**src/rtl/core/pst_pkg.sv**
```systemverilog
// ----------------------------------------------------------------------------
// pst_pkg
// Types and constants shared by the pid to socket table.
// ----------------------------------------------------------------------------
`timescale 1ns / 1ps
`default_nettype none

package pst_pkg;

  localparam int ENTRIES = 16;
  localparam int IDX_W   = (ENTRIES > 1) ? $clog2(ENTRIES) : 1;

  // request kinds
  localparam logic [1:0] REQ_INSERT = 2'd0;
  localparam logic [1:0] REQ_LOOKUP = 2'd1;
  localparam logic [1:0] REQ_UPDATE = 2'd2;
  localparam logic [1:0] REQ_CLEAR  = 2'd3;

  // status codes
  localparam logic [1:0] ST_OK        = 2'd0;
  localparam logic [1:0] ST_NOT_FOUND = 2'd1;
  localparam logic [1:0] ST_INVALID   = 2'd2;
  localparam logic [1:0] ST_FULL      = 2'd3;

  typedef struct packed {
    logic [1:0]         req_type;
    logic [31:0]        proc_id;
    logic signed [31:0] sock_in;
  } pst_req_t;

  typedef struct packed {
    logic [1:0]         status;
    logic               found;
    logic signed [31:0] sock_out;
  } pst_rsp_t;

endpackage

`default_nettype wire

```
**src/rtl/core/pid_socket_table.sv**
```systemverilog
// Sequence: clear or a zero pid goes from acceptance straight to the result state;
//   otherwise the single compare unit walks the slots one by one from slot 0
//   (stops at the matching slot, walks the whole table on a miss).
// Throughput: one request at a time; the next is taken once the sequencer idles.
// Reset: synchronous active-low; all slots invalid, no result pending.
// Slot pid/socket storage is not cleared and is read only behind a valid bit.
// ----------------------------------------------------------------------------
// pid_socket_table
// Bounded pid to socket table searched slot by slot with one comparator.
// ----------------------------------------------------------------------------
`timescale 1ns / 1ps
`default_nettype none

module pid_socket_table
  import pst_pkg::*;
(
  input  wire logic     clk,
  input  wire logic     rst_n,
  input  wire logic     in_valid,
  output logic          in_stall,
  input  wire pst_req_t in_data,
  output logic          out_valid,
  input  wire logic     out_stall,
  output pst_rsp_t      out_data
);

  localparam logic [1:0] S_IDLE = 2'd0;
  localparam logic [1:0] S_SCAN = 2'd1;
  localparam logic [1:0] S_FIN  = 2'd2;

  localparam logic [IDX_W-1:0] LAST_IDX = IDX_W'(ENTRIES - 1);

  logic [1:0]         state_r, state_nxt;
  logic [IDX_W-1:0]   idx_r, idx_nxt;
  logic [IDX_W-1:0]   tgt_r, tgt_nxt;
  logic               hit_r, hit_nxt;
  logic               free_r, free_nxt;
  logic               out_valid_r, out_valid_nxt;
  pst_req_t           req_r;
  pst_rsp_t           out_r, out_nxt;
  logic signed [31:0] hit_sock_r, hit_sock_nxt;

  logic [ENTRIES-1:0] valid_r;
  logic [31:0]        slot_pid [ENTRIES];
  logic signed [31:0] slot_sock [ENTRIES];
  logic [31:0]        rd_pid_r;
  logic signed [31:0] rd_sock_r;

  logic accept;
  logic deliver;
  logic slot_match;
  logic wr_ins;
  logic wr_upd;

  assign in_stall  = (state_r != S_IDLE);
  assign accept    = in_valid && !in_stall;
  assign out_valid = out_valid_r;
  assign out_data  = out_r;
  assign deliver   = (state_r == S_FIN) && (!out_valid_r || !out_stall);

  // the one compare unit: slot at idx_r against the request pid
  assign slot_match = valid_r[idx_r] && (rd_pid_r == req_r.proc_id);

  assign wr_ins = deliver && (req_r.req_type == REQ_INSERT) && (req_r.proc_id != 32'd0)
                  && !hit_r && free_r;
  assign wr_upd = deliver && (req_r.req_type == REQ_UPDATE) && (req_r.proc_id != 32'd0)
                  && hit_r;

  always_comb begin
    state_nxt     = state_r;
    idx_nxt       = idx_r;
    tgt_nxt       = tgt_r;
    hit_nxt       = hit_r;
    free_nxt      = free_r;
    hit_sock_nxt  = hit_sock_r;
    out_valid_nxt = out_valid_r && out_stall;
    out_nxt       = out_r;

    case (state_r)
      S_IDLE: begin
        idx_nxt = '0;
        if (accept) begin
          hit_nxt  = 1'b0;
          free_nxt = 1'b0;
          if ((in_data.req_type == REQ_CLEAR) || (in_data.proc_id == 32'd0)) begin
            state_nxt = S_FIN;
          end else begin
            state_nxt = S_SCAN;
          end
        end
      end
      S_SCAN: begin
        idx_nxt = idx_r + IDX_W'(1);
        if (slot_match) begin
          hit_nxt      = 1'b1;
          tgt_nxt      = idx_r;
          hit_sock_nxt = rd_sock_r;
          state_nxt    = S_FIN;
        end else begin
          if (!valid_r[idx_r] && !free_r) begin
            free_nxt = 1'b1;
            tgt_nxt  = idx_r;
          end
          if (idx_r == LAST_IDX) begin
            state_nxt = S_FIN;
          end
        end
      end
      S_FIN: begin
        idx_nxt = '0;
        if (deliver) begin
          out_valid_nxt    = 1'b1;
          out_nxt.sock_out = '1;
          out_nxt.found    = 1'b0;
          out_nxt.status   = ST_OK;
          if (req_r.req_type == REQ_CLEAR) begin
            out_nxt.status = ST_OK;
          end else if (req_r.proc_id == 32'd0) begin
            out_nxt.status = ST_INVALID;
          end else begin
            out_nxt.found = hit_r;
            if (req_r.req_type == REQ_INSERT) begin
              if (!hit_r && !free_r) begin
                out_nxt.status = ST_FULL;
              end
            end else if (!hit_r) begin
              out_nxt.status = ST_NOT_FOUND;
            end else if (req_r.req_type == REQ_LOOKUP) begin
              out_nxt.sock_out = hit_sock_r;
            end
          end
          state_nxt = S_IDLE;
        end
      end
      default: begin
        state_nxt = S_IDLE;
      end
    endcase
  end

  always_ff @(posedge clk) begin
    if (!rst_n) begin
      state_r     <= S_IDLE;
      out_valid_r <= 1'b0;
      valid_r     <= '0;
      idx_r       <= '0;
      hit_r       <= 1'b0;
      free_r      <= 1'b0;
    end else begin
      state_r     <= state_nxt;
      out_valid_r <= out_valid_nxt;
      idx_r       <= idx_nxt;
      hit_r       <= hit_nxt;
      free_r      <= free_nxt;
      if (deliver && (req_r.req_type == REQ_CLEAR)) begin
        valid_r <= '0;
      end else if (wr_ins) begin
        valid_r[tgt_r] <= 1'b1;
      end
    end
  end

  // payload registers
  always_ff @(posedge clk) begin
    tgt_r      <= tgt_nxt;
    hit_sock_r <= hit_sock_nxt;
    out_r      <= out_nxt;
    if (accept) begin
      req_r <= in_data;
    end
  end

  // slot storage: one write port, read registered at the next scan index
  always_ff @(posedge clk) begin
    if (wr_ins) begin
      slot_pid[tgt_r] <= req_r.proc_id;
    end
    if (wr_ins || wr_upd) begin
      slot_sock[tgt_r] <= req_r.sock_in;
    end
    rd_pid_r  <= slot_pid[idx_nxt];
    rd_sock_r <= slot_sock[idx_nxt];
  end

endmodule

`default_nettype wire

```
**config.mk**
```make
export PLATFORM = sky130hd
export DESIGN_NAME = pid_socket_table
export DESIGN_NICKNAME = d
export VERILOG_FILES = /design/src/rtl/core/pst_pkg.sv /design/src/rtl/core/pid_socket_table.sv
export SDC_FILE = /design/constraint.sdc
export NUM_CORES = 2
export LEC_CHECK = 0
export ABC_AREA = 0
export BUFFER_PORTS_ARGS = -buffer_cell sky130_fd_sc_hd__buf_4
export CAP_MARGIN = 20
export CORE_MARGIN = 2
export CORE_UTILIZATION = 40
export CTS_BUF_LIST = sky130_fd_sc_hd__clkbuf_4
export DETAILED_ROUTE_END_ITERATION = 16
export GPL_ROUTABILITY_DRIVEN = 0
export GPL_TIMING_DRIVEN = 0
export SLEW_MARGIN = 20
export SYNTH_ARGS = -nofsm -noshare
export SYNTH_HDL_FRONTEND = slang
export SYNTH_SLANG_ARGS = --single-unit
export TNS_END_PERCENT = 10
```
**constraint.sdc**
```tcl
create_clock -name clk -period 4.5 [get_ports clk]
set_input_delay 0 -clock clk [delete_from_list [all_inputs] [get_ports clk]]
set_output_delay 0 -clock clk [all_outputs]
set_load 0.02 [all_outputs]
```
==> flow_summary.json <==
{
  "synth_common_cells": "edfxtp_1 (1161), mux4_2 (258), a22oi_1 (128)",
  "p_sw_mw": 5.34,
  "synth_top_area_share_pct": 76.2,
  "path_delay_family": "simple AND/OR/NAND/NOR gates",
  "crit_path_start_kind": "register",
  "synth-main-ff-cell": "edfxtp_1",
  "start_util_pct": 40.2,
  "cts_buffers": 336,
  "p_int_mw": 19.0,
  "synth_cells": 2035,
  "grt_use_total_pct": 19.0,
  "routed-via-count": 23600,
  "switching_share_pct": 22.0,
  "route.met2.wl_mm": 57.4,
  "drt_iter0_markers": 2095,
  "drc": 0,
  "via_per_inst": 5.29,
  "first_pass_iters": 5,
  "ys_ff_latch": 1250,
  "cts.clk_slew.worst_paths_ns": 0.06,
  "hold_viol_final": 0,
  "tightest_slew_ns": 1.01,
  "powerDensity_nw_per_um2": 433,
  "cts_num_sinks": 1250,
  "worstSkewPairLatency_ns": 1.17,
  "drv_slew": 0,
  "cp.arrival_ns": 4.75,
  "die_h_um": 342,
  "seq_area_frac_synth_pct": 80.1,
  "fin_util_pct": 49.3,
  "dpl_worst_slack_ns": 0.423,
  "post_cts_resized": 0,
  "finalSetupViolations": 0,
  "cp_slowest_cell": "nor4_2",
  "fillers": 9333,
  "wl_per_cell_um": 24.8,
  "clockBufferDepth": 4,
  "drive_gt1_share_pct": 37.5,
  "clockRootBuffer": "clkbuf_4",
  "ys_types": 50,
  "fin_crit_sh_pct": 88.1,
  "leakagePower_nw": 18.5,
  "pwr-share-clk_pct": 40.8,
  "final_nets": 2778,
  "crit_buf_inv": 2,
  "tns_ns": 0,
  "status": "completed",
  "peakVddDrop_v": 0.000262,
  "drtAntennaViolNets": 0,
  "coreArea_um2": 114000,
  "antenna_found_initial": 2,
  "die_area_um2": 117000,
  "ys_async_sr_fraction_pct": 0,
  "fin_ws_ns": 0.536,
  "grt_max_degree": 35,
  "highest_layer": "met4",
  "criticalPathCategory": "reg -> reg",
  "instances_no_fill": 4460,
  "grt_pass1_wl_mm": 161,
  "cts_tree": "yes",
  "dpl.cell_count": 3719,
  "power_frac_comb_pct": 5.1,
  "critPathRequiredTime_ns": 5.29,
  "synthTopCellsByArea": "edfxtp_1 (76%), mux4_2 (13%), dfxtp_1 (3.9%), a22oi_1 (2.1%), xnor2_1 (0.65%)",
  "synthToLayoutAreaGrowth_pct": 22.8,
  "synth_nets": 2110,
  "htreeDepth": 5,
  "power_frac_seq_pct": 54.1,
  "ios": 107,
  "end_kind": "register",
  "crit_fanout": 18,
  "rsz0062_at_grt": "no",
  "relSlewSlack_pct": 32.8,
  "synth-edff-count": 1161,
  "min_period_ns": 3.96,
  "max_freq_mhz": 252,
  "first_global_vias": 25400,
  "hold_class": "in -> reg",
  "place_hpwl_mm": 69.3,
  "maxCapViolations": 0,
  "overflow": 0,
  "routed_wl_mm": 111,
  "wl_met3_mm": 7.24,
  "path_common_cell": "buf_4",
  "finalClockSkew_ns": 0.139,
  "netlist_area_um2": 45700,
  "yosys.area.top_type": "edfxtp_1",
  "wirelength_met1_mm": 43.5,
  "rows": 124,
  "avgSynthCellArea_um2": 22.5,
  "die_x_um": 342,
  "yosys_warnings": 0,
  "io_buffer_count": 106,
  "whs_ns": 0.167,
  "critical_path.cell_chain": "xnor2_1 > nand4_1 > nor4_2 > nand2_1 > nor3_2 > buf_4 > buf_4",
  "synth.most_common_cell": "edfxtp_1",
  "slowest_delay_ns": 0.86
}
==> power groups by stage <==
stage | combinational, mW | clock [mW] | sequential [mW]
floorplan | 0.777 | 0 | 13.3
global placement | 1.09 | 0 | 13.4
detailed placement | 1.14 | 0 | 13.4
CTS | 1.25 | 10.2 | 13.2
global route | 1.32 | 10.8 | 13.2
finish | 1.23 | 9.92 | 13.2
==> metrics by stage <==
| stage | cell area (µm²) | total power [mW] |
|---|---|---|
| detailed placement | 50300 | 14.6 |
| global route | 56200 | 25.3 |
| global placement | 48400 | 14.5 |
| finish | 56200 | 24.3 |
| floorplan | 45700 | 14.1 |
| CTS | 56200 | 24.7 |
==> flip-flops by register name, indices dropped and copies added, names as in the netlist, 4 cells and up <==
register	cells
hit_sock_r	32
idx_r	4
valid_r	16
tgt_r	4
rd_sock_r	32
req_r	66
slot_pid	512
slot_sock	512
out_data	35
rd_pid_r	32
==> logic make-up (layout without fill, tap and decap cells) <==
| family | count (synthesis) | in the layout | share of synthesized area, % |
|---|---|---|---|
| buf+inv | 99 | 1009 | 1.08 |
| other cells | 0 | 3 | 0 |
| mux | 263 | 263 | 12.8 |
| xor+xnor | 37 | 37 | 0.725 |
| flops | 1250 | 1250 | 80.1 |
| fa+ha+maj | 5 | 5 | 0.137 |
| compound gates | 174 | 174 | 2.92 |
| simple gates | 207 | 207 | 2.23 |
==> area by class of cell <==
cell class                      count  area [µm²]  area share, %
Buffer                             92         467          0.831
Clock buffer                      496        3720           6.63
Multi-Input combinational cell    686        8900           15.8
Tap cell                         1512        1890           3.37
Timing Repair Buffer              330        3990           7.11
Antenna cell                        3        7.51         0.0134
Clock inverter                     84         524          0.933
Inverter                            7        28.8         0.0512
Sequential cell                  1250       36600           65.2
==> repair_timing <==
action,in CTS,in global routing
endpoints found under the hold margin,186,0
setup buffers,0,0
hold buffers,158,0
==> path summary, 6_finish.rpt <==
kind	start	endpoint	slack, ns	depth (start not counted)
worst max-delay path	req_r[50]$_DFFE_PP_	hit_sock_r[16]$_DFFE_PP_	0.54	7
worst min-delay path	in_data[21]	req_r[21]$_DFFE_PP_	0.17	3
worst max register to register	req_r[50]$_DFFE_PP_	hit_sock_r[16]$_DFFE_PP_	0.54	7
worst min register to register	rd_sock_r[8]$_DFF_P_	hit_sock_r[8]$_DFFE_PP_	0.40	0
==> worst reg2reg max path: cells and delay by family, from the launching register on <==
family / cells / cell delay (ns)
AND/OR/NAND/NOR: 4 / 2.03
XOR/XNOR: 1 / 0.47
flip-flops: 1 / 0.62
buffers and inverters: 2 / 0.58
==> per-layer routing <==
metal	vias to the layer above	global-route usage [%]
met2	966	32.6
met4	0	7.47
li1	10100	-
met1	12400	23.5
met3	169	4.21
met5	-	0
==> cells in the final DEF, fill, tap and decap left out, types with 13 or more instances in the layout <==
cell,instances
or2_2,33
clkinv_2,13
nand4_1,13
xnor2_1,34
clkbuf_4,496
dfxtp_1,89
nand2_1,74
mux4_2,258
edfxtp_1,1161
buf_2,40
a22oi_1,128
nor4_1,17
clkinv_1,60
buf_4,126
nor2_4,33
dlygate4sd3_1,158
buf_16,48
o21ba_2,16
clkbuf_1,31
Note: power is estimated with default switching activity, not from simulation.
